## config.mk

```make
export PLATFORM = sky130hd
export DESIGN_NAME = key_release_detector_mode_control_core
export DESIGN_NICKNAME = d
export VERILOG_FILES = /design/src/rtl/core/krdmc_pkg.sv /design/src/rtl/core/krdmc_front.sv /design/src/rtl/core/krdmc_queue.sv /design/src/rtl/core/krdmc_back.sv /design/src/rtl/core/key_release_detector_mode_control_core.sv
export SDC_FILE = /design/constraint.sdc
export NUM_CORES = 1
export LEC_CHECK = 0
export BUFFER_PORTS_ARGS = -buffer_cell sky130_fd_sc_hd__buf_2
export CAP_MARGIN = 20
export CORE_UTILIZATION = 40
export DETAILED_ROUTE_END_ITERATION = 6
export GPL_TIMING_DRIVEN = 0
export PLACE_DENSITY = 0.67
export RECOVER_POWER = 25
export SLEW_MARGIN = 10
export SYNTH_ARGS = -nofsm -noshare
export SYNTH_HDL_FRONTEND = slang
export SYNTH_SLANG_ARGS = --single-unit
```

## constraint.sdc

```tcl
create_clock -name clock -period 2.8 [get_ports clock]
set_input_delay 0.56 -clock clock [delete_from_list [all_inputs] [get_ports clock]]
set_output_delay 0.56 -clock clock [all_outputs]
set_load 0.01 [all_outputs]
```

## src/rtl/core/krdmc_pkg.sv

```systemverilog
// ----------------------------------------------------------------------------
// krdmc_pkg
// Types and constants shared by the key release detector and mode control.
// ----------------------------------------------------------------------------
package krdmc_pkg;

   localparam int INPUT_KEYS  = 4;
   localparam int QUEUE_DEPTH = 2;
   localparam int QPTR_W      = $clog2(QUEUE_DEPTH);
   localparam int QCNT_W      = $clog2(QUEUE_DEPTH + 1);

   localparam logic [15:0] CNT_IDLE     = 16'hFFFF;
   localparam logic [15:0] CNT_SAT      = 16'hFFF0;
   localparam logic [15:0] THRESH_RESET = 16'd5;
   localparam logic [2:0]  BRUSH_MAX    = 3'd5;
   localparam logic [9:0]  DUTY_STEP    = 10'd200;
   localparam logic [2:0]  FAN_WRAP     = 3'd4;
   localparam logic [1:0]  DIR_FWD      = 2'd1;
   localparam logic [1:0]  DIR_BACK     = 2'd2;

   // Event codes (1 + key index)
   localparam logic [4:0] EV_BRUSH = 5'd1;
   localparam logic [4:0] EV_RUN   = 5'd3;
   localparam logic [4:0] EV_FAN   = 5'd4;

   typedef enum logic [2:0] {
      CMD_NONE,
      CMD_BRUSH,
      CMD_OTHER,
      CMD_RUN,
      CMD_FAN
   } cmd_type;

   typedef struct packed {
      logic       tick_valid;
      logic [3:0] key_levels;
   } req_type;

   typedef struct packed {
      logic [2:0] key_event;
      logic [2:0] brush_level;
      logic [9:0] brush_duty;
      logic       motor_power;
      logic [1:0] fan_rank;
      logic       run_state;
      logic [1:0] drive_direction;
      logic       stop_all;
      logic       activity;
   } rsp_type;

   typedef struct packed {
      cmd_type    cmd;
      logic [2:0] key_event;
   } evt_type;

   typedef struct packed {
      logic push;
      logic pop;
   } qctl_type;

endpackage

```

## src/rtl/core/krdmc_front.sv

```systemverilog
// ----------------------------------------------------------------------------
// krdmc_front
// Per-key press counters and release scan; classifies each sample into a
// controller command.
// ----------------------------------------------------------------------------
module krdmc_front import krdmc_pkg::*; #(
   parameter int KEY_COUNT = 4
) (
   input  logic        clock,
   input  logic        reset,
   input  logic        take,
   input  req_type     req_data,
   input  logic        csr_wr_en,
   input  logic [15:0] csr_wr_data,
   output evt_type     evt_out
);

   localparam int IDX_W = (KEY_COUNT > 1) ? $clog2(KEY_COUNT) : 1;

   logic [15:0]          cnt_ff [KEY_COUNT];
   logic [15:0]          cnt_in [KEY_COUNT];
   logic [15:0]          thr_ff;
   logic [KEY_COUNT-1:0] pressed;
   logic [KEY_COUNT-1:0] hit;
   logic [KEY_COUNT-1:0] upd_en;
   logic [15:0]          cnt_upd [KEY_COUNT];
   logic                 seen;
   logic [IDX_W-1:0]     hit_idx;
   logic [4:0]           ev_code;

   for (genvar i = 0; i < KEY_COUNT; i++) begin : g_key
      if (i < INPUT_KEYS) begin : g_in
         assign pressed[i] = req_data.key_levels[i];
      end else begin : g_none
         assign pressed[i] = 1'b0;
      end

      assign hit[i] = !pressed[i] && (cnt_ff[i] < CNT_SAT) && (cnt_ff[i] > thr_ff);

      always_comb begin
         if (!pressed[i]) begin
            cnt_upd[i] = CNT_IDLE;
         end else if (cnt_ff[i] < CNT_SAT) begin
            cnt_upd[i] = cnt_ff[i] + 16'd1;
         end else if (cnt_ff[i] == CNT_IDLE) begin
            cnt_upd[i] = 16'd0;
         end else begin
            cnt_upd[i] = cnt_ff[i];
         end
      end

      assign cnt_in[i] = upd_en[i] ? cnt_upd[i] : cnt_ff[i];
   end

   // scan stops at the first qualifying release
   always_comb begin
      seen    = 1'b0;
      hit_idx = '0;
      upd_en  = '0;
      for (int i = 0; i < KEY_COUNT; i++) begin
         upd_en[i] = take && req_data.tick_valid && !seen;
         if (!seen && hit[i]) begin
            seen    = 1'b1;
            hit_idx = IDX_W'(i);
         end
      end
   end

   assign ev_code = 5'(hit_idx) + 5'd1;

   always_comb begin
      evt_out.key_event = 3'd0;
      evt_out.cmd       = CMD_NONE;
      if (req_data.tick_valid && seen) begin
         evt_out.key_event = ev_code[2:0];
         case (ev_code)
            EV_BRUSH: evt_out.cmd = CMD_BRUSH;
            EV_RUN:   evt_out.cmd = CMD_RUN;
            EV_FAN:   evt_out.cmd = CMD_FAN;
            default:  evt_out.cmd = CMD_OTHER;
         endcase
      end
   end

   always_ff @(posedge clock) begin
      if (reset) begin
         thr_ff <= THRESH_RESET;
         for (int i = 0; i < KEY_COUNT; i++) begin
            cnt_ff[i] <= CNT_IDLE;
         end
      end else begin
         if (csr_wr_en) begin
            thr_ff <= csr_wr_data;
         end
         for (int i = 0; i < KEY_COUNT; i++) begin
            cnt_ff[i] <= cnt_in[i];
         end
      end
   end

endmodule

```

## src/rtl/core/krdmc_queue.sv

```systemverilog
// ----------------------------------------------------------------------------
// krdmc_queue
// Short event queue between the key scan and the mode controller.
// ----------------------------------------------------------------------------
module krdmc_queue import krdmc_pkg::*; (
   input  logic     clock,
   input  logic     reset,
   input  qctl_type ctl_in,
   input  evt_type  wr_data,
   output evt_type  rd_data,
   output logic     full,
   output logic     empty
);

   evt_type           mem_ff [QUEUE_DEPTH];
   logic [QPTR_W-1:0] wr_ptr_ff;
   logic [QPTR_W-1:0] rd_ptr_ff;
   logic [QCNT_W-1:0] count_ff;
   logic [QCNT_W-1:0] count_in;

   assign full    = (count_ff == QCNT_W'(QUEUE_DEPTH));
   assign empty   = (count_ff == '0);
   assign rd_data = mem_ff[rd_ptr_ff];

   always_comb begin
      count_in = count_ff;
      if (ctl_in.push && !ctl_in.pop) begin
         count_in = count_ff + QCNT_W'(1);
      end else if (!ctl_in.push && ctl_in.pop) begin
         count_in = count_ff - QCNT_W'(1);
      end
   end

   always_ff @(posedge clock) begin
      if (ctl_in.push) begin
         mem_ff[wr_ptr_ff] <= wr_data;
      end
   end

   always_ff @(posedge clock) begin
      if (reset) begin
         wr_ptr_ff <= '0;
         rd_ptr_ff <= '0;
         count_ff  <= '0;
      end else begin
         if (ctl_in.push) begin
            wr_ptr_ff <= wr_ptr_ff + QPTR_W'(1);
         end
         if (ctl_in.pop) begin
            rd_ptr_ff <= rd_ptr_ff + QPTR_W'(1);
         end
         count_ff <= count_in;
      end
   end

endmodule

```

## src/rtl/core/krdmc_back.sv

```systemverilog
// ----------------------------------------------------------------------------
// krdmc_back
// Mode controller: brush, fan and run state, with registered result.
// ----------------------------------------------------------------------------
module krdmc_back import krdmc_pkg::*; (
   input  logic    clock,
   input  logic    reset,
   input  evt_type evt_in,
   input  logic    evt_avail,
   output logic    evt_pop,
   input  logic    rsp_ready,
   output logic    rsp_valid,
   output rsp_type rsp_data
);

   logic [2:0] brush_ff, brush_in;
   logic [1:0] fan_ff, fan_in;
   logic       run_ff, run_in;
   logic [1:0] dir_ff, dir_in;
   logic       pwr_ff, pwr_in;
   logic       stop;
   logic [2:0] brush_inc;
   logic [2:0] fan_inc;
   logic       rsp_valid_ff;
   rsp_type    rsp_data_ff, rsp_data_in;

   assign evt_pop   = evt_avail && (!rsp_valid_ff || rsp_ready);
   assign brush_inc = brush_ff + 3'd1;
   assign fan_inc   = {1'b0, fan_ff} + 3'd1;

   always_comb begin
      brush_in = brush_ff;
      fan_in   = fan_ff;
      run_in   = run_ff;
      dir_in   = dir_ff;
      pwr_in   = pwr_ff;
      stop     = 1'b0;
      case (evt_in.cmd)
         CMD_BRUSH: begin
            if (brush_inc > BRUSH_MAX) begin
               brush_in = 3'd0;
               pwr_in   = 1'b0;
            end else begin
               brush_in = brush_inc;
               pwr_in   = 1'b1;
            end
         end
         CMD_RUN: begin
            if (!run_ff) begin
               pwr_in = 1'b1;
               dir_in = (dir_ff == DIR_FWD) ? DIR_BACK : DIR_FWD;
               run_in = 1'b1;
            end else begin
               run_in = 1'b0;
               stop   = 1'b1;
            end
         end
         CMD_FAN: begin
            fan_in = (fan_inc >= FAN_WRAP) ? 2'd0 : fan_inc[1:0];
            if (fan_in == 2'd1) begin
               pwr_in = 1'b1;
            end else if (fan_in == 2'd0) begin
               pwr_in = 1'b0;
            end
         end
         default: begin
         end
      endcase
   end

   always_comb begin
      rsp_data_in.key_event       = evt_in.key_event;
      rsp_data_in.brush_level     = brush_in;
      rsp_data_in.brush_duty      = 10'({7'd0, brush_in} * DUTY_STEP);
      rsp_data_in.motor_power     = pwr_in;
      rsp_data_in.fan_rank        = fan_in;
      rsp_data_in.run_state       = run_in;
      rsp_data_in.drive_direction = dir_in;
      rsp_data_in.stop_all        = stop;
      rsp_data_in.activity        = (evt_in.cmd != CMD_NONE);
   end

   always_ff @(posedge clock) begin
      if (evt_pop) begin
         rsp_data_ff <= rsp_data_in;
      end
   end

   always_ff @(posedge clock) begin
      if (reset) begin
         brush_ff     <= 3'd0;
         fan_ff       <= 2'd0;
         run_ff       <= 1'b0;
         dir_ff       <= 2'd0;
         pwr_ff       <= 1'b0;
         rsp_valid_ff <= 1'b0;
      end else begin
         if (evt_pop) begin
            brush_ff <= brush_in;
            fan_ff   <= fan_in;
            run_ff   <= run_in;
            dir_ff   <= dir_in;
            pwr_ff   <= pwr_in;
         end
         if (evt_pop) begin
            rsp_valid_ff <= 1'b1;
         end else if (rsp_ready) begin
            rsp_valid_ff <= 1'b0;
         end
      end
   end

   assign rsp_valid = rsp_valid_ff;
   assign rsp_data  = rsp_data_ff;

endmodule

```

## src/rtl/core/key_release_detector_mode_control_core.sv

```systemverilog
// Key release detector with mode control. One sample transaction is taken per
// clock and one result transaction leaves per clock when the consumer keeps up;
// each result is registered in the event queue, then in the response register.
// The per-key press counters update in the cycle a sample is accepted; a
// two-entry event queue separates the scan from the mode controller, so a result
// stall holds up the scan only once the queue is full. The user must write the
// threshold register with csr_wr_en while the block is idle; nothing enforces it.
// ----------------------------------------------------------------------------
// key_release_detector_mode_control_core
// Top level: key scan front end, event queue and mode controller.
// ----------------------------------------------------------------------------
module key_release_detector_mode_control_core import krdmc_pkg::*; #(
   parameter int KEY_COUNT = 4
) (
   input  logic        clock,
   input  logic        reset,
   input  logic        req_valid,
   output logic        req_ready,
   input  req_type     req_data,
   output logic        rsp_valid,
   input  logic        rsp_ready,
   output rsp_type     rsp_data,
   input  logic        csr_wr_en,
   input  logic [15:0] csr_wr_data
);

   evt_type  evt_new;
   evt_type  evt_head;
   qctl_type qctl;
   logic     q_full;
   logic     q_empty;
   logic     take;
   logic     pop;

   assign req_ready = !q_full;
   assign take      = req_valid && req_ready;

   assign qctl.push = take;
   assign qctl.pop  = pop;

   krdmc_front #(
      .KEY_COUNT (KEY_COUNT)
   ) u_front (
      .clock       (clock),
      .reset       (reset),
      .take        (take),
      .req_data    (req_data),
      .csr_wr_en   (csr_wr_en),
      .csr_wr_data (csr_wr_data),
      .evt_out     (evt_new)
   );

   krdmc_queue u_queue (
      .clock   (clock),
      .reset   (reset),
      .ctl_in  (qctl),
      .wr_data (evt_new),
      .rd_data (evt_head),
      .full    (q_full),
      .empty   (q_empty)
   );

   krdmc_back u_back (
      .clock     (clock),
      .reset     (reset),
      .evt_in    (evt_head),
      .evt_avail (!q_empty),
      .evt_pop   (pop),
      .rsp_ready (rsp_ready),
      .rsp_valid (rsp_valid),
      .rsp_data  (rsp_data)
   );

`ifndef NO_ASSERTIONS
   a_no_pop_empty: assert property (@(posedge clock) disable iff (reset)
      q_empty |-> !qctl.pop)
      else $error("event popped from empty queue");

   a_stop_clears_run: assert property (@(posedge clock) disable iff (reset)
      (rsp_valid && rsp_data.stop_all) |-> !rsp_data.run_state)
      else $error("stop pulse while still running");

   a_brush_range: assert property (@(posedge clock) disable iff (reset)
      rsp_valid |-> (rsp_data.brush_level <= BRUSH_MAX))
      else $error("brush level out of range");

   a_event_activity: assert property (@(posedge clock) disable iff (reset)
      (rsp_valid && rsp_data.key_event != 3'd0) |-> rsp_data.activity)
      else $error("key event without activity pulse");
`endif

endmodule

```

==> summary.md, run 1 <==
| Metric | Value |
|---|---|
| CP Launch Type | flop |
| YS warnings | 0 |
| Reg power frac | 0.279 |
| Run status | finished, violations left |
| Routability cong. | 0.8163 |
| Input/output buffers | 44 |
| Post-route ant nets | 0 |
| Setup TNS | 0 ps |
| Yosys top cell area share | 0.2539 |
| Post-synth cell types | 61 |
| Primary FF master, synth | dfxtp_1 |
| Crit path DAT | 3100 ps |
| Layout area overhead | 21.45% |
| Gr ovfl total | 0 |
| Worst hold path depth | 3 |
| Hold WS | 359.6 ps |
| Post-synth top cells | 95 x dfxtp_1, 95 x nand2_1, 87 x o21ai_0 |
| Synth area leaders | dfxtp_1 25%, ha_1 13%, edfxtp_1 11% |
| Leak | 3.734 nW |
| Final instance area | 9096 um^2 |
| Number of synthesized flops with an enable pin | 27 |
| Final Util | 0.5012 |
| DIE WIDTH | 138.8 um |
| Cells after Synth | 865 |
| First-pass GRT wire length | 34000 um |
| Crit-path max FO | 4 |
| Cell Chain, Critical Path | ha_1 > nand2_1 > o21ai_1 > a221o_1 > or3_4 > a211oi_4 > buf_4 > buf_4 > o211ai_1 > a221o_1 |
| Worst min path class | in2reg |
| Reg2reg start | u_front.cnt_ff[2][6]$_SDFFE_PP1P_ |
| Largest net degree at the start of global routing | 27 |
| Starting DRT DRC Count | 563 |
| Via count | 6967 |
| Psw | 0.005009 W |
| Final setup viols | 0 |
| Final #Nets | 1050 |
| WP data required | 3120 ps |
| Proportion of layout cells with a drive suffix above 1 | 0.1979 |
| # DRC | 7 |
| R2R Path End | u_front.cnt_ff[3][4]$_SDFFE_PP1P_ |
| Kind of critical path | reg2reg |
| Clk Tree Root Cell | clkbuf_16 |
| Clk_lat worst skew | 430 ps |
| Hold Crit Start | csr_wr_data[0] |
| Vias in the first global route | 6619 |
| Drt pass-1 iters | 7 |
| Sw frac | 0.4535 |
| Clock power frac | 0.191 |
| DP HPWL | 14380 um |
| Max_slew headroom | 0.3860 |
| WL/cell | 17.54 um |
| Slowest-stage cell, CP | dfxtp_1 |
| Vias per cell | 5.860 |
| # IOs | 52 |
| Initial Utilization | 0.4127 |
| Clock Pin Slew Worst Setup and Hold Paths | 60 ps |
| Sequential share of the synthesized area | 0.3622 |
| Core area | 18150 um^2 |
| Post-route insts no fill | 1189 |
| Area leader, netlist | dfxtp_1 |
| Clock sinks | 122 |
| Placed cell count | 1140 |
| Area post-placement | 8004 um^2 |
| Ys async rst share | 0 |
| Worst hold endpoint | u_front.thr_ff[0]$_SDFFE_PP1P_ |
| R2R setup slack | 20 ps |
| Reg2Reg Depth | 10 |
| Worst Skew | 8.661 ps |
| Slowest Stage Delay on Critical Path | 450 ps |
| Logic pwr share | 0.530 |
| Worst-margin pin slew | 919.9 ps |
| Final Max Tran Viols | 0 |
| Synth Register Bits | 122 |
| Tcrit/Tclk final | 0.9922 |
| Number of fill cells in the layout | 1679 |
| Initial antenna violation count | 0 |
| Post-CTS Hold Fix Bufs | 0 |
| TritonCTS buffer count | 17 |
| Mapped Area | 7490 um^2 |
| RSZ-0062 raised after global routing | yes |
| Core Rows | 49 |
| H-Tree Level Count | 4 |
| N_diodes | 0 |
| Failing checks | design-rule violations |
| Drt total wl | 20850 um |
| Final worst path period need | 2778 ps |
| PD cells | 1214 nW/um^2 |
| Worst VDD drop | 0.0006905 V |
| Mean area per synthesized cell | 8.659 um^2 |
| Final Hold Vio Count | 0 |
| Internal cell power | 0.006036 W |
| Worst setup EP type | flop |
| CTS Buffer Depth | 2 |
| Die height | 138.8 um |
| Fmax | 360.0 MHz |
| Die area | 19280 um^2 |
| CTS tree | yes |
| Maximum Capacitance Violations | 0 |
| GRT Resource Usage Total | 0.2226 |
## sequential cells by signal, summed over array words and instances (netlist names), 2 cells and up, named ones only
register	cells
u_front.cnt_ff	64
u_back.brush_ff	3
u_front.thr_ff	16
u_back.dir_ff	2
u_queue.mem_ff	10
u_queue.count_ff	2
u_back.fan_ff	2
u_back.rsp_data	17
## power groups by stage
stage | clock [W] | sequential, W | combinational [W]
floorplan | 0 | 0.00292 | 0.00394
global placement | 0 | 0.00301 | 0.00516
detailed placement | 0 | 0.00303 | 0.00524
CTS | 0.00214 | 0.00300 | 0.00553
global route | 0.00222 | 0.00316 | 0.00655
finish | 0.00211 | 0.00308 | 0.00585
## repair_timing
action | CTS | global route
gates resized for setup | 32 | 66
setup buffers | 5 | 13
endpoints found under the setup margin | 52 | 55
pin swaps | 6 | 12
## logic make-up after synthesis
| kind of cell | after synthesis | share of synthesized area |
|---|---|---|
| AND/OR/NAND/NOR | 309 | 0.2018 |
| AO/OA/AOI/OAI | 247 | 0.2220 |
| flip-flops | 122 | 0.3622 |
| buffers and inverters | 80 | 0.04627 |
| adder cells (fa/ha/maj) | 77 | 0.1286 |
| multiplexers | 22 | 0.03040 |
| XOR/XNOR | 7 | 0.008186 |
| other | 1 | 0.0005007 |
## cells in the final DEF (no fill, tap or decap), drive strengths merged, types with 13 or more instances in the layout
master	instances
a21oi	51
a221o	47
and3	14
buf	72
clkbuf	51
dfxtp	95
edfxtp	27
ha	77
inv	38
mux2i	16
nand2	95
nand2b	13
nand3	45
nand4	22
nor2	66
nor3	15
o21ai	88
o31ai	14
## through the flow
step           setup WS (ps)  power [W]
4_1_cts               -7.122    0.01067
5_1_grt               -47.40    0.01192
3_3_place_gp          -289.3   0.008168
6_report               21.91    0.01105
3_5_place_dp          -328.0   0.008266
2_1_floorplan          213.1   0.006864
## critical path, delay by kind of cell, from the launching register on
kind	cells	cell delay (ps)
AOI/OAI and AO/OA	5	1140
DFF	1	450
and+or+nand+nor	2	490
adders and majority gates	1	270
buffers and inverters	2	290
## metal layers
layer  part of all wire  wire, um  GRT usage
met1               0.45      9439     0.2867
met2               0.46      9649     0.3634
met3              0.055      1144    0.03936
met4              0.030       620     0.1012
met5                  0         0          0
## area by class of cell
| type | instances | area [um^2] | share of cell area |
|---|---|---|---|
| well taps | 229 | 286.5 | 0.03150 |
| plain buffers | 42 | 225.2 | 0.02476 |
| clock buffers | 19 | 442.9 | 0.04869 |
| inverters | 37 | 158.9 | 0.01747 |
| clock inverters | 13 | 121.4 | 0.01334 |
| multi-input cells | 665 | 4760 | 0.5232 |
| flip-flops and latches | 122 | 2740 | 0.3012 |
| repair buffers | 62 | 361.6 | 0.03975 |
## worst max path at each step
stage                                              end                              start
finish               u_front.cnt_ff[3][4]$_SDFFE_PP1P_  u_front.cnt_ff[2][6]$_SDFFE_PP1P_
global route         u_front.cnt_ff[3][4]$_SDFFE_PP1P_    u_front.thr_ff[12]$_SDFFE_PP0P_
CTS                     u_queue.mem_ff[0][4]$_DFFE_PP_    u_front.thr_ff[14]$_SDFFE_PP0P_
detailed placement  u_front.cnt_ff[3][14]$_SDFFE_PP1P_    u_front.thr_ff[14]$_SDFFE_PP0P_
global placement    u_front.cnt_ff[3][11]$_SDFFE_PP1P_    u_front.thr_ff[11]$_SDFFE_PP0P_
floorplan           u_front.cnt_ff[3][15]$_SDFFE_PP1P_     u_front.thr_ff[7]$_SDFFE_PP0P_
Note: power is estimated with default switching activity, not from simulation.
==> run 2: changes to the inputs <==
--- a/config.mk
+++ b/config.mk
@@ -7,6 +7,7 @@
 export LEC_CHECK = 0
 export BUFFER_PORTS_ARGS = -buffer_cell sky130_fd_sc_hd__buf_2
 export CAP_MARGIN = 20
+export CORE_ASPECT_RATIO = 2
 export CORE_UTILIZATION = 40
 export DETAILED_ROUTE_END_ITERATION = 6
 export GPL_TIMING_DRIVEN = 0
==> summary.md, run 2 (synthesis results as in run 1) <==
| Metric | Value |
|---|---|
| CTS tree | yes |
| DP HPWL | 15870 um (+10%) |
| Sw frac | 0.4414 (-0.01216) |
| TritonCTS buffer count | 17 (unchanged) |
| Input/output buffers | 44 (unchanged) |
| Logic pwr share | 0.511 (-0.019) |
| Placement Setup Slack | -471.7 ps (-143.7 ps) |
| Initial antenna violation count | 0 (unchanged) |
| Largest regs | u_front.cnt_ff: 64 flops, u_back.rsp_data: 17 flops, u_front.thr_ff: 16 flops |
| Worst setup EP type | flop |
| Worst VDD drop | 0.0004414 V (-36%) |
| Die height | 195.5 um (+41%) |
| Largest net degree at the start of global routing | 27 (unchanged) |
| Maximum Capacitance Violations | 0 (unchanged) |
| Via count | 7090 (+1.8%) |
| Clock sinks | 122 (unchanged) |
| DIE WIDTH | 98.76 um (-29%) |
| First-pass GRT wire length | 34090 um (+0.26%) |
| Worst hold path depth | 3 (unchanged) |
| Psw | 0.004969 W (-0.80%) |
| WL/cell | 18.35 um (+4.6%) |
| Max_slew headroom | 0.3780 (-0.007998) |
| Core area | 18310 um^2 (+0.87%) |
| Reg power frac | 0.279 (about the same) |
| Final Max Tran Viols | 0 (unchanged) |
| Reg2Reg Depth | 10 (unchanged) |
| Area of the multi-input gates | 4818 um^2 (+1.2%) |
| CP Launch Type | flop |
| H-Tree Level Count | 4 (unchanged) |
| Starting DRT DRC Count | 283 (-50%) |
| Most common cell after layout, fill and taps aside | nand2_1 |
| Final setup viols | 0 (unchanged) |
| Core Rows | 70 (+43%) |
| Initial Utilization | 0.4092 (-0.003554) |
| GRT Resource Usage Total | 0.2284 (+0.005874) |
| Post-CTS Hold Fix Bufs | 0 (unchanged) |
| WP data required | 3120 ps (about the same) |
| Gr ovfl total | 0 (unchanged) |
| Kind of critical path | reg2reg |
| Crit path DAT | 3090 ps (about the same) |
| Area post-placement | 7988 um^2 (-0.20%) |
| Number of fill cells in the layout | 1707 (+1.7%) |
| Crit-path max FO | 10 (+6) |
| Vias per cell | 6.029 (+2.9%) |
| Drt pass-1 iters | 5 (-2) |
| Placed cell count | 1127 (-1.1%) |
| Post-route ant nets | 0 (unchanged) |
| # DRC | 0 (-7) |
| Layout area overhead | 23.04% |
| Final instance area | 9215 um^2 (+1.3%) |
| Power, Total | 0.01126 W (+1.9%) |
| CTS Buffer Depth | 2 (unchanged) |
| Post-route insts no fill | 1176 (-1.1%) |
| Top reg by flops | u_front.cnt_ff |
| Tcrit/Tclk final | 0.9892 (-0.002992) |
| Setup ws final | 30.29 ps (+8.376 ps) |
| Clk_lat worst skew | 430 ps (about the same) |
| Routability cong. | 0.9326 (+14%) |
| Clock Pin Slew Worst Setup and Hold Paths | 60 ps (about the same) |
| Largest register FFs | 64 (unchanged) |
| Final Hold Vio Count | 0 (unchanged) |
| Fmax | 361.0 MHz (+0.30%) |
| Leak | 3.785 nW (+1.4%) |
| Most frequent cells in the layout | 94 x nand2_1, 85 x o21ai_0, 70 x dfxtp_1 |
| FF/Latch Area | 2749 um^2 (+0.32%) |
| Worst min path class | in2reg |
| Worst-margin pin slew | 931.9 ps (+11.98 ps) |
| Hold WS | 366.6 ps (+6.952 ps) |
| Clock power frac | 0.210 (+0.019) |
| Worst Skew | 12.00 ps (+3.339 ps) |
| Proportion of layout cells with a drive suffix above 1 | 0.2063 (+0.008333) |
| Die area | 19310 um^2 (+0.17%) |
| # IOs | 52 (unchanged) |
| Drt total wl | 21580 um (+3.5%) |
| Vias in the first global route | 7021 (+6.1%) |
| N_diodes | 0 (unchanged) |
| Final #Nets | 1050 (unchanged) |
| Internal cell power | 0.006290 W (+4.2%) |
| RSZ-0062 raised after global routing | yes |
| Run status | completed |
| Final worst path period need | 2770 ps (-8.376 ps) |
| Clk Tree Root Cell | clkbuf_16 |
| PD cells | 1222 nW/um^2 (+0.62%) |
run 2: power groups by stage:
stage          clock network (W)  registers [W]  logic [W]
2_1_floorplan                  0        0.00292    0.00394
3_3_place_gp                   0        0.00305    0.00514
3_5_place_dp                   0        0.00306    0.00523
4_1_cts                  0.00239        0.00304    0.00543
5_1_grt                  0.00248        0.00320    0.00650
6_report                 0.00236        0.00314    0.00576
run 2: what timing repair did:
action,CTS,global route
pin swaps,7,18
buffers inserted,10,7
cloned,0,1
gates resized for setup,22,85
setup endpoints to repair,57,54
run 2: worst paths after layout:
check	from	endpoint	slack (ps)
setup / recovery	u_front.thr_ff[5]$_SDFFE_PP0P_	u_front.cnt_ff[1][7]$_SDFFE_PP1P_	30
hold / removal	csr_wr_data[13]	u_front.thr_ff[13]$_SDFFE_PP0P_	370
setup reg to reg	u_front.thr_ff[5]$_SDFFE_PP0P_	u_front.cnt_ff[1][7]$_SDFFE_PP1P_	30
hold reg to reg	u_back.dir_ff[0]$_SDFFE_PP0P_	u_back.dir_ff[0]$_SDFFE_PP0P_	470
run 2: metal layers:
metal,GRT usage,part of all wire,up-vias
li1,-,-,3392
met1,0.2037,0.36,3366
met2,0.4266,0.52,231
met3,0.04474,0.034,101
met4,0.1979,0.087,0
met5,0,0,-
run 2: cell type report:
cell class,count,share of cell area
buffer,42,0.02403
clock buffer,22,0.05390
clock inverter,10,0.01494
inverter,37,0.01806
multi-input combinational,665,0.5229
sequential,122,0.2983
tap,216,0.02933
timing repair buffer,62,0.03856
run 2: through the flow:
| stage | TNS, ps | utilization |
|---|---|---|
| finish | 0 | 0.5034 |
| global route | -590.6 | 0.5034 |
| CTS | 0 | 0.4796 |
| detailed placement | -16070 | 0.4364 |
| global placement | -14840 | 0.4364 |
| floorplan | 0 | - |
run 2: worst max-delay path, cell delays in order (launching register included):
cell and delay [ps]:
dfxtp_2 360, inv_4 70, ha_4 240, a41oi_2 150
o21ai_1 100, o2bb2ai_1 150, o41a_4 560, a311oi_4 330
buf_4 220, o21ai_0 100, a221o_1 360
==> run 3: changes to the inputs <==
--- a/config.mk
+++ b/config.mk
@@ -5,15 +5,15 @@
 export SDC_FILE = /design/constraint.sdc
 export NUM_CORES = 1
 export LEC_CHECK = 0
-export BUFFER_PORTS_ARGS = -buffer_cell sky130_fd_sc_hd__buf_2
 export CAP_MARGIN = 20
 export CORE_ASPECT_RATIO = 2
 export CORE_UTILIZATION = 40
 export DETAILED_ROUTE_END_ITERATION = 6
+export DONT_BUFFER_PORTS = 1
 export GPL_TIMING_DRIVEN = 0
-export PLACE_DENSITY = 0.67
+export PLACE_DENSITY = 0.64
 export RECOVER_POWER = 25
-export SLEW_MARGIN = 10
+export SLEW_MARGIN = 20
 export SYNTH_ARGS = -nofsm -noshare
 export SYNTH_HDL_FRONTEND = slang
 export SYNTH_SLANG_ARGS = --single-unit
==> summary.md, run 3 (synthesis results as in run 1) <==
| Metric | Value |
|---|---|
| Reg2reg start | u_front.thr_ff[12]$_SDFFE_PP0P_ |
| WL/cell | 19.12 um (+4.2%) |
| CP Launch Type | flop |
| Worst-margin pin slew | 899.1 ps (-32.80 ps) |
| Clk_lat worst skew | 430 ps (about the same) |
| Top delay family on crit path | compound AO/OA/AOI/OAI gates |
| Final Util | 0.4857 (-0.01770) |
| # IOs | 52 (unchanged) |
| Layout area overhead | 18.71% |
| Largest regs | u_front.cnt_ff: 64 flops, u_back.rsp_data: 17 flops, u_front.thr_ff: 16 flops |
| TritonCTS buffer count | 17 (unchanged) |
| CTS Buffer Depth | 2 (unchanged) |
| Crit path launch | u_front.thr_ff[12]$_SDFFE_PP0P_ |
| Post-route ant nets | 0 (unchanged) |
| Slowest Stage Delay on Critical Path | 550 ps (about the same) |
| Number of fill cells in the layout | 1714 (+0.41%) |
| Final Hold Vio Count | 0 (unchanged) |
| Run status | finished, violations left |
| Die area | 19310 um^2 (unchanged) |
| Crit path DAT | 3160 ps (+70 ps) |
| Most common cell after layout, fill and taps aside | nand2_1 |
| Worst setup EP type | flop |
| Area of the multi-input gates | 4750 um^2 (-1.4%) |
| Worst min path class | in2reg |
| DIE WIDTH | 98.76 um (unchanged) |
| Crit path to | u_front.cnt_ff[1][11]$_SDFFE_PP1P_ |
| Initial Utilization | 0.4092 (unchanged) |
| Die height | 195.5 um (unchanged) |
| Drt total wl | 21590 um (about the same) |
| Failing checks | negative setup slack |
| Vias per cell | 6.054 (+0.42%) |
| Leak | 3.586 nW (-5.3%) |
| Drt pass-1 iters | 5 (unchanged) |
| # DRC | 0 (unchanged) |
| FF/Latch Area | 2741 um^2 (-0.27%) |
| Input/output buffers | 0 (-100%) |
| Via count | 6835 (-3.6%) |
| Crit-path max FO | 5 (-5) |
| First-pass GRT wire length | 34530 um (+1.3%) |
| Largest net degree at the start of global routing | 27 (unchanged) |
| PD cells | 1241 nW/um^2 (+1.5%) |
| Setup ws final | -45.41 ps (-75.70 ps) |
| Final setup viols | 1 (+1) |
| Most frequent cells in the layout | 95 x nand2_1, 84 x o21ai_0, 74 x dfxtp_1 |
| Final worst path period need | 2845 ps (+75.70 ps) |
| Tcrit/Tclk final | 1.016 (+0.02704) |
| Worst Skew | 12.39 ps (+0.3914 ps) |
| DP HPWL | 15850 um (-0.13%) |
| Cell Chain, Critical Path | inv_4 > ha_1 > nand4_1 > buf_4 > o2bb2ai_2 > o41a_4 > a311oi_4 > or3b_1 > a221o_1 |
| Fmax | 351.4 MHz (-2.7%) |
| Final Max Tran Viols | 0 (unchanged) |
| Initial antenna violation count | 1 (+1) |
| GRT Resource Usage Total | 0.2323 (+0.003828) |
| Cell depth of the worst setup path | 9 (-1) |
| Area post-placement | 7767 um^2 (-2.8%) |
| Max_slew headroom | 0.3999 (+0.02189) |
| Worst VDD drop | 0.0005471 V (+24%) |
| Largest register FFs | 64 (unchanged) |
| Proportion of layout cells with a drive suffix above 1 | 0.1634 (-0.04287) |
| Top reg by flops | u_front.cnt_ff |
| Clock sinks | 122 (unchanged) |
| Final #Nets | 1002 (-4.6%) |
| Maximum Capacitance Violations | 0 (unchanged) |
| Power, Total | 0.01103 W (-2.0%) |
| Post-CTS Hold Fix Bufs | 0 (unchanged) |
| Vias in the first global route | 6926 (-1.4%) |
| Buf/Inv on CP | 2 (unchanged) |
| Setup TNS | -45.41 ps (-45.41 ps) |
| CTS tree | yes |
| Clk Tree Root Cell | clkbuf_16 |
| Final instance area | 8891 um^2 (-3.5%) |
| WP data required | 3120 ps (about the same) |
| Slowest-stage cell, CP | o41a_4 |
| Clock Pin Slew Worst Setup and Hold Paths | 60 ps (about the same) |
| RSZ-0062 raised after global routing | yes |
| Reg2Reg Depth | 9 (-1) |
| Gr ovfl total | 0 (unchanged) |
| Core Rows | 70 (unchanged) |
| Core area | 18310 um^2 (unchanged) |
| Kind of critical path | reg2reg |
| H-Tree Level Count | 4 (unchanged) |
| Starting DRT DRC Count | 321 (+13%) |
| R2R Path End | u_front.cnt_ff[1][11]$_SDFFE_PP1P_ |
| Routability cong. | 0.9308 (-0.19%) |
| Hold WS | 255.6 ps (-111.0 ps) |
| R2R setup slack | -50 ps (-80 ps) |
[run 3: cell types whose count changed in the layout (fill, tap and decap cells not counted), moves of 2 or more]
cell and delta:
nor2_2 +3, nor2_1 -3, dfxtp_2 -3, clkinv_2 -2
inv_4 +4, clkbuf_1 -6, buf_4 -2, clkinv_4 +3
inv_2 -2, ha_1 +8, buf_2 -41, ha_4 -8
dfxtp_1 +4
[run 3: area by class of cell]
cell class | instances | area share
antenna | 1 | 0.0002815
buffer | 42 | 0.02533
clock buffer | 19 | 0.05221
clock inverter | 13 | 0.01858
inverter | 37 | 0.01844
multi-input combinational | 665 | 0.5342
sequential | 122 | 0.3083
tap | 216 | 0.03040
timing repair buffer | 14 | 0.01224
[run 3: how the worst min path moves through the flow]
stage                                       start                             end  slack (ps)  cells past startpoint
floorplan           u_back.dir_ff[0]$_SDFFE_PP0P_   u_back.dir_ff[0]$_SDFFE_PP0P_         450                      2
global placement    u_back.dir_ff[0]$_SDFFE_PP0P_   u_back.dir_ff[0]$_SDFFE_PP0P_         460                      2
detailed placement  u_back.dir_ff[0]$_SDFFE_PP0P_   u_back.dir_ff[0]$_SDFFE_PP0P_         460                      2
CTS                                csr_wr_data[0]  u_front.thr_ff[0]$_SDFFE_PP1P_         250                      2
global route                       csr_wr_data[0]  u_front.thr_ff[0]$_SDFFE_PP1P_         280                      2
finish                             csr_wr_data[0]  u_front.thr_ff[0]$_SDFFE_PP1P_         260                      2
[run 3: what timing repair did]
action / CTS / global route
resized for setup: 33 / 69
hold endpoints to repair: 0 / 0
pin swaps: 6 / 17
gates cloned: 0 / 1
buffers inserted: 7 / 6
endpoints found under the setup margin: 55 / 59
[run 3: per-layer routing]
layer  vias to the layer above  track usage  part of all wire
li1                       3296            -                 -
met1                      3242       0.2216              0.35
met2                       215       0.4310              0.54
met3                        82      0.03472             0.038
met4                         0       0.1879             0.071
met5                         -            0                 0
[run 3: report_power, final]
| group | switching [W] | internal [W] |
|---|---|---|
| Clock | 0.000888 | 0.00148 |
| Sequential | 0.000726 | 0.00247 |
| Combinational | 0.00334 | 0.00212 |
[run 3: stage by stage]
stage,setup slack [ps],std cells
6_report,-45.41,1129
5_1_grt,-93.74,1129
4_1_cts,0.8464,1122
3_5_place_dp,-364.6,1083
3_3_place_gp,-361.3,1083
2_1_floorplan,213.1,867
